<file path="config.mk">
export PLATFORM = sky130hd
export DESIGN_NAME = int16_matrix_determinant
export DESIGN_NICKNAME = d
export VERILOG_FILES = /design/src/hdl/mdet_pkg.sv /design/src/hdl/mdet_ram.sv /design/src/hdl/mdet_mac.sv /design/src/hdl/int16_matrix_determinant.sv
export SDC_FILE = /design/constraint.sdc
export NUM_CORES = 2
export LEC_CHECK = 0
export BUFFER_PORTS_ARGS = -buffer_cell sky130_fd_sc_hd__buf_2
export CAP_MARGIN = 20
export CORE_ASPECT_RATIO = 1.1
export CORE_UTILIZATION = 63
export CTS_CLUSTER_DIAMETER = 100
export DETAILED_ROUTE_END_ITERATION = 16
export PLACE_DENSITY = 0.77
export REMOVE_ABC_BUFFERS = 1
export SYNTH_ARGS = -nofsm -noshare
export SYNTH_HDL_FRONTEND = slang
export SYNTH_SLANG_ARGS = --single-unit
</file>
<file path="constraint.sdc">
create_clock -name clk -period 6.9 [get_ports clk]
set_clock_uncertainty 0.05 [all_clocks]
set_input_delay 0.69 -clock clk [delete_from_list [all_inputs] [get_ports clk]]
set_output_delay 0.69 -clock clk [all_outputs]
set_load 0.005 [all_outputs]
</file>
<file path="src/hdl/mdet_pkg.sv">
// ----------------------------------------------------------------------------
// mdet_pkg
// Shared types and constants for the matrix determinant block.
// ----------------------------------------------------------------------------
package mdet_pkg;

  localparam int DATA_W = 16;
  localparam int CFG_W  = 4;

  localparam logic [CFG_W-1:0] ORDER_RESET = 4'd2;

  typedef logic [DATA_W-1:0] word_t;

  // tags that travel with each product through the shared unit
  typedef struct packed {
    logic vld;
    logic first;
    logic last;
  } mac_ctl_t;

endpackage

</file>
<file path="src/hdl/mdet_ram.sv">
// ----------------------------------------------------------------------------
// mdet_ram
// Generic single write port, single read port RAM with registered read.
// ----------------------------------------------------------------------------
module mdet_ram #(
  parameter int WIDTH = 16,
  parameter int DEPTH = 64
) (
  input  logic                     clk,
  input  logic                     we,
  input  logic [$clog2(DEPTH)-1:0] waddr,
  input  logic [WIDTH-1:0]         wdata,
  input  logic [$clog2(DEPTH)-1:0] raddr,
  output logic [WIDTH-1:0]         rdata
);

  logic [WIDTH-1:0] mem [DEPTH];

  always_ff @(posedge clk) begin
    if (we) begin
      mem[waddr] <= wdata;
    end
    rdata <= mem[raddr];
  end

endmodule

</file>
<file path="src/hdl/mdet_mac.sv">
// ----------------------------------------------------------------------------
// mdet_mac
// Shared multiply-accumulate unit, modulo 2^16: a product register then an
// accumulator; a dot product ends on the word tagged last.
// ----------------------------------------------------------------------------
module mdet_mac (
  input  logic              clk,
  input  logic              rst_n,
  input  mdet_pkg::mac_ctl_t ctl,
  input  mdet_pkg::word_t   coef,
  input  mdet_pkg::word_t   data,
  output logic              res_vld,
  output mdet_pkg::word_t   res
);
  import mdet_pkg::*;

  logic [2*DATA_W-1:0] full;
  word_t               prod_r;
  word_t               acc_r;
  mac_ctl_t            ctl_r;
  word_t               sum;

  assign full = coef * data;
  assign sum  = (ctl_r.first ? '0 : acc_r) + prod_r;

  always_ff @(posedge clk) begin
    if (!rst_n) begin
      ctl_r <= '0;
    end else begin
      ctl_r <= ctl;
    end
    prod_r <= full[DATA_W-1:0];
    if (ctl_r.vld) begin
      acc_r <= sum;
    end
  end

  assign res_vld = ctl_r.vld & ctl_r.last;
  assign res     = sum;

endmodule

</file>
<file path="src/hdl/int16_matrix_determinant.sv">
// ----------------------------------------------------------------------------
// int16_matrix_determinant
// Collects a square matrix word by word and computes its determinant mod 2^16
// with a division-free iteration on one shared multiply-accumulate unit.
// ----------------------------------------------------------------------------
// loading: one word per cycle, no stall while idle
// compute after last word: one product per cycle through the mac while in the
//   multiply state, paused for the row load and drain between rows
// one matrix at a time; input stalls during compute and until result is taken
// reset (synchronous, rst_n low) clears the word counter, sequencer and order (to 2)
module int16_matrix_determinant #(
  parameter int MAX_ORDER = 8
) (
  input  logic                             clk,
  input  logic                             rst_n,
  input  logic                             cfg_we,
  input  logic [mdet_pkg::CFG_W-1:0]       cfg_data,
  input  logic                             in_valid,
  output logic                             in_stall,
  input  logic signed [mdet_pkg::DATA_W-1:0] in_entry_value,
  output logic                             out_valid,
  input  logic                             out_stall,
  output logic signed [mdet_pkg::DATA_W-1:0] out_determinant
);
  import mdet_pkg::*;

  localparam int DEPTH  = MAX_ORDER * MAX_ORDER;
  localparam int ADDR_W = $clog2(DEPTH);
  localparam int CNT_W  = $clog2(DEPTH + 1);
  localparam int ORD_W  = $clog2(MAX_ORDER + 1);
  localparam int IDX_W  = $clog2(MAX_ORDER);

  typedef enum logic [2:0] {
    S_IDLE, S_LOAD, S_LOADW, S_MAC, S_DRAIN, S_FIN_RD, S_FIN_WAIT, S_OUT
  } state_t;

  state_t              state_r;
  logic [CFG_W-1:0]    order_r;
  logic [CNT_W-1:0]    cnt_r;
  logic [ORD_W-1:0]    n_r;
  logic [ORD_W-1:0]    step_r;
  logic [IDX_W-1:0]    i_r, k_r, j_r;
  logic [ADDR_W-1:0]   base_r, aaddr_r;
  word_t               tail_r;
  word_t               row_r [MAX_ORDER];
  logic                ld_vld_r;
  logic [IDX_W-1:0]    ld_k_r;
  logic                drain_r;
  mac_ctl_t            ctl_d1_r;
  logic [IDX_W-1:0]    k_d1_r, j_d1_r, j_d2_r;
  logic                out_valid_r;
  word_t               det_r;

  logic [ORD_W-1:0]    n_eff;
  logic [CNT_W-1:0]    total;
  logic [CNT_W-1:0]    cnt_inc;
  logic                accept, done, store_en;
  logic [IDX_W-1:0]    nm1;
  logic [ADDR_W-1:0]   n_a, last_base;

  word_t               x_rdata, a_rdata, mac_res;
  logic                x_we, mac_vld;
  logic [ADDR_W-1:0]   x_waddr, x_raddr;
  word_t               x_wdata;
  mac_ctl_t            ctl_issue;

  // effective order: zero means one, above the store size saturates
  always_comb begin
    if (order_r == '0) begin
      n_eff = ORD_W'(1);
    end else if (32'(order_r) > MAX_ORDER) begin
      n_eff = ORD_W'(MAX_ORDER);
    end else begin
      n_eff = ORD_W'(order_r);
    end
  end

  assign total    = CNT_W'(n_eff) * CNT_W'(n_eff);
  assign store_en = (32'(cnt_r) < DEPTH);
  assign cnt_inc  = store_en ? cnt_r + CNT_W'(1) : cnt_r;
  assign accept   = in_valid & ~in_stall;
  assign done     = (cnt_inc >= total);
  assign in_stall = (state_r != S_IDLE);

  assign nm1       = IDX_W'(n_r - ORD_W'(1));
  assign n_a       = ADDR_W'(n_r);
  assign last_base = ADDR_W'(CNT_W'(n_r) * CNT_W'(n_r) - CNT_W'(n_r));

  // x store: holds the matrix, then the working rows of each iteration
  always_comb begin
    if (state_r == S_IDLE) begin
      x_we    = accept & store_en;
      x_waddr = ADDR_W'(cnt_r);
      x_wdata = word_t'(in_entry_value);
    end else begin
      x_we    = mac_vld;
      x_waddr = base_r + ADDR_W'(j_d2_r);
      x_wdata = mac_res;
    end
    x_raddr = (state_r == S_FIN_RD) ? '0 : base_r + ADDR_W'(k_r);
  end

  mdet_ram #(.WIDTH(DATA_W), .DEPTH(DEPTH)) u_x_ram (
    .clk   (clk),
    .we    (x_we),
    .waddr (x_waddr),
    .wdata (x_wdata),
    .raddr (x_raddr),
    .rdata (x_rdata)
  );

  // a store: the original matrix, read column-wise by the mac
  mdet_ram #(.WIDTH(DATA_W), .DEPTH(DEPTH)) u_a_ram (
    .clk   (clk),
    .we    (state_r == S_IDLE && accept && store_en),
    .waddr (ADDR_W'(cnt_r)),
    .wdata (word_t'(in_entry_value)),
    .raddr (aaddr_r),
    .rdata (a_rdata)
  );

  assign ctl_issue.vld   = (state_r == S_MAC);
  assign ctl_issue.first = (k_r == i_r);
  assign ctl_issue.last  = (k_r == nm1);

  mdet_mac u_mac (
    .clk     (clk),
    .rst_n   (rst_n),
    .ctl     (ctl_d1_r),
    .coef    (row_r[k_d1_r]),
    .data    (a_rdata),
    .res_vld (mac_vld),
    .res     (mac_res)
  );

  always_ff @(posedge clk) begin
    if (!rst_n) begin
      state_r     <= S_IDLE;
      order_r     <= ORDER_RESET;
      cnt_r       <= '0;
      ld_vld_r    <= 1'b0;
      ctl_d1_r    <= '0;
      out_valid_r <= 1'b0;
      drain_r     <= 1'b0;
    end else begin
      if (cfg_we) begin
        order_r <= cfg_data;
      end
      ctl_d1_r <= ctl_issue;
      ld_vld_r <= (state_r == S_LOAD);

      unique case (state_r)
        S_IDLE: begin
          if (accept) begin
            if (done) begin
              cnt_r <= '0;
              n_r   <= n_eff;
              if (n_eff == ORD_W'(1)) begin
                state_r <= S_FIN_RD;
              end else begin
                step_r  <= ORD_W'(1);
                i_r     <= IDX_W'(n_eff - ORD_W'(1));
                k_r     <= IDX_W'(n_eff - ORD_W'(1));
                base_r  <= ADDR_W'(total - CNT_W'(n_eff));
                tail_r  <= '0;
                state_r <= S_LOAD;
              end
            end else begin
              cnt_r <= cnt_inc;
            end
          end
        end
        S_LOAD: begin
          if (k_r == nm1) begin
            state_r <= S_LOADW;
          end else begin
            k_r <= k_r + IDX_W'(1);
          end
        end
        S_LOADW: begin
          j_r     <= '0;
          k_r     <= i_r;
          aaddr_r <= base_r;
          state_r <= S_MAC;
        end
        S_MAC: begin
          if (k_r == nm1) begin
            if (j_r == nm1) begin
              drain_r <= 1'b0;
              state_r <= S_DRAIN;
            end else begin
              j_r     <= j_r + IDX_W'(1);
              k_r     <= i_r;
              aaddr_r <= base_r + ADDR_W'(j_r) + ADDR_W'(1);
            end
          end else begin
            k_r     <= k_r + IDX_W'(1);
            aaddr_r <= aaddr_r + n_a;
          end
        end
        S_DRAIN: begin
          drain_r <= 1'b1;
          if (drain_r) begin
            if (i_r == '0) begin
              if (step_r == ORD_W'(nm1)) begin
                state_r <= S_FIN_RD;
              end else begin
                step_r  <= step_r + ORD_W'(1);
                i_r     <= nm1;
                k_r     <= nm1;
                base_r  <= last_base;
                tail_r  <= '0;
                state_r <= S_LOAD;
              end
            end else begin
              i_r     <= i_r - IDX_W'(1);
              k_r     <= i_r - IDX_W'(1);
              base_r  <= base_r - n_a;
              state_r <= S_LOAD;
            end
          end
        end
        S_FIN_RD: begin
          state_r <= S_FIN_WAIT;
        end
        S_FIN_WAIT: begin
          // sign of the iteration result flips for even orders
          det_r       <= nm1[0] ? word_t'(16'd0 - x_rdata) : x_rdata;
          out_valid_r <= 1'b1;
          state_r     <= S_OUT;
        end
        S_OUT: begin
          if (!out_stall) begin
            out_valid_r <= 1'b0;
            state_r     <= S_IDLE;
          end
        end
        default: state_r <= S_IDLE;
      endcase

      // row capture: diagonal takes minus the sum of lower diagonals
      if (ld_vld_r) begin
        if (ld_k_r == i_r) begin
          row_r[ld_k_r] <= word_t'(16'd0 - tail_r);
          tail_r        <= tail_r + x_rdata;
        end else begin
          row_r[ld_k_r] <= x_rdata;
        end
      end
    end
    ld_k_r <= k_r;
    k_d1_r <= k_r;
    j_d1_r <= j_r;
    j_d2_r <= j_d1_r;
  end

  assign out_valid       = out_valid_r;
  assign out_determinant = det_r;

endmodule

</file>
==> metrics <==
Worst Hold Class input port to flop; Largest delay share family, worst path adder cells; RSZ-0062 raised after global routing no; Slew HR 15.0%; Total GRT Usage 33.1%; Die Ht 417 um; VDD IR-drop max 0.00102 V; R2R setup slack 0.53 ns; CORE AREA 155,000 um^2; yosys warns 0; CP Data Required Time 7.59 ns; Post-Syn Area 98,600 um^2; Fin. Hold Viols 0; setup violators final 0; met3 wire len 27.7 mm; number of enable flip-flop cells after synthesis 2,253; Num CTS Buffers 214; Final Instance Area 109,000 um^2; clk_lat worst skew 0.88 ns; vias in the first global route 58.1k; Final min period 6.37 ns; mux cell area share after synthesis 8.82%; Clk pin slew, worst setup/hold paths 0.06 ns; reg2reg start k_d1_r[0]; routed wl met2 125 mm; dpl cell area 102,000 um^2; slowest stage delay, CP 0.65 ns; CP endpoint kind flop; die width 379 um; initial antenna violation count 15; Mapped Cells 6,361; sequential-to-total area share from yosys stat 70.2%; CTS H-tree lvls 4; CP bufs+invs 3; I/O pin cnt 43; worst r2r path cells 21; WL per Instance 29.5 um; Post-Synth Adder-Cell Area 3.51%; CTS tree yes; CP endpoint u_mac.prod_r[15]; clock buffer depth 3; #FFs+latches synth 2,333; fmax 0.157 GHz; total congestion overflow 0; Worst path depth 21; Critical Path Fanout Max 15; Nets 6,732; wl on met1 93.4 mm; Slew @ Worst Pin 1.27 ns; area grow syn2layout 11.0%; Cell variety after synth 80; largest net degree at the start of global routing 115; DRC Markers 0; xor/xnor share of the synthesized area 1.32%; drt initial violations 8,465; routed vias/inst 6.73; Post-Synth Simple-Gate Area 7.81%; final worst slack 0.534 ns; Max Slew Vio Count 0; Compound-Gate Fraction of Synth Area 6.17%; final WL 258 mm; Post-synth top flop edfxtp_1; starting density of the core 63.7%; Worst EP arrival 7.06 ns; FP Rows 151; die area 158,000 um^2; reg-to-reg endpoint u_mac.prod_r[15]; GP Congestion 0.864; power per cell area 450 nW/um^2; worst setup path class flop to flop; DR pass1 iterations 8; port buffer count 42; post-DP HPWL 148 mm; Crit-path slowest cell dfxtp_1; outcome complete, no violations; CTS Sinks 2,333; synthesized area per cell 15.5 um^2; fin crit share 92.3%; ys async rst share 0%; largest family of logic cells by synthesized area multiplexers; CP cell instances inv_1, o2bb2ai_1, a22oi_1, o31ai_1, nand2_1, fa_1, inv_1, fa_1, inv_1, fa_1, fa_1, fa_1, fa_1, xnor2_1, xnor2_1, xnor2_1, xnor2_1, xnor2_1, xnor2_1, xnor3_1, xnor2_1; postcts setup bufs 0; CP Launch Point k_d1_r[0]; CP startpoint kind flop; Leak 36.7 nW; antenna-violating nets left 0; DP Worst Slack 0.420 ns; layout cells sized above 1 15.2%; Root Driver clkbuf_16; first-pass GRT wire length 378 mm; CP most frequent cell xnor2_1; max-cap violations 0; Vias 58.8k; HP Start cfg_we; DR top layer met5
[cell usage in the layout (no fill, tap or decap), types with 130 or more instances in the layout]
cell type  count
a21oi_1      165
buf_4        228
clkbuf_16    215
edfxtp_1    2253
ha_1         130
inv_1        164
mux4_2       354
nand2_1      830
nand3_1      188
nor2_1       476
o21ai_0      171
[logic make-up after synthesis]
logic type | Yosys count
AO/OA/AOI/OAI | 890
AND/OR/NAND/NOR | 1801
flip-flops | 2333
adder cells (fa/ha/maj) | 222
other | 1
buffers and inverters | 548
XOR/XNOR | 145
multiplexers | 421
[cell usage after synthesis, types with 74 or more instances]
library cell  count  share of area [%]
dfxtp_1          80                1.6
o21ai_0         171               0.87
edfxtp_1       2253                 69
a311oi_1        105               0.93
o221ai_1         93               0.83
nand3_1         189               0.96
nor2b_1          90               0.57
o211ai_1         96               0.73
inv_1           164               0.62
nor2_1          480                1.8
mux4_2          354                8.1
xnor2_1          90               0.80
nand2_1         843                3.2
fa_1             91                1.8
ha_1            131                1.7
a21oi_1         167               0.85
a211oi_1         74               0.56
clkbuf_1        293                1.1
[through the flow]
step	TNS (ns)	hold WS [ns]	instances	util, %	total power [mW]
floorplan	-238.66	0.260	5981	-	31.5
global placement	0	0.268	8327	65.9	36.4
detailed placement	0	0.271	8328	66.0	36.8
CTS	0	0.0477	8727	70.6	49.1
global route	0	0.0900	8735	70.7	51.6
finish	0	0.0971	8741	70.7	49.2
[layer usage]
metal  track usage, %  vias to the layer above
met2             52.6                     4014
met3             6.65                      729
met5                0                        -
li1                 -                    24600
met4             14.8                        8
met1             44.7                    29500
[state kept, by name, summed over array words and instances (netlist names), 4 cells and up]
register	flops
aaddr_r	6
base_r	6
cnt_r	7
n_r	4
order_r	4
out_determinant	16
row_r	128
step_r	4
tail_r	16
u_a_ram.mem	1024
u_a_ram.rdata	16
u_mac.acc_r	16
u_mac.prod_r	16
u_x_ram.mem	1024
u_x_ram.rdata	16
[power by group]
group / internal (mW) / leakage, nW / switching, mW
logic: 6.82 / 12.2 / 12.0
registers: 17.7 / 21.0 / 0.519
clock network: 6.94 / 3.54 / 5.31
[worst min-delay path: cells and delay by family]
family        cells  cell delay, ns
buf+inv           1            0.15
mux               1            0.09
simple gates      1            0.06
[final cells by class]
cell class,count,area [um^2]
Tap cell,2065,2580
Clock inverter,141,1670
Inverter,167,627
Fill cell,9369,45300
Sequential cell,2333,69300
Timing Repair Buffer,288,2250
Antenna cell,8,20.0
Multi-Input combinational cell,3481,27400
Clock buffer,258,5600
[worst min path at each step]
stage | endpoint | slack, ns | cells past startpoint
after floorplan | j_d2_r[0] | 0.26 | 0
after global placement | j_d2_r[0] | 0.27 | 0
after detailed placement | j_d2_r[0] | 0.27 | 0
after CTS | order_r[1] | 0.05 | 3
after global routing | order_r[1] | 0.09 | 3
final | order_r[1] | 0.1 | 3
[repair_timing]
| action | CTS | global route |
|---|---|---|
| resized for setup | 0 | 1 |
| setup endpoints to repair | 0 | 1 |
| hold buffers | 0 | 0 |
No activity file was read; power rests on OpenSTA's default activity.
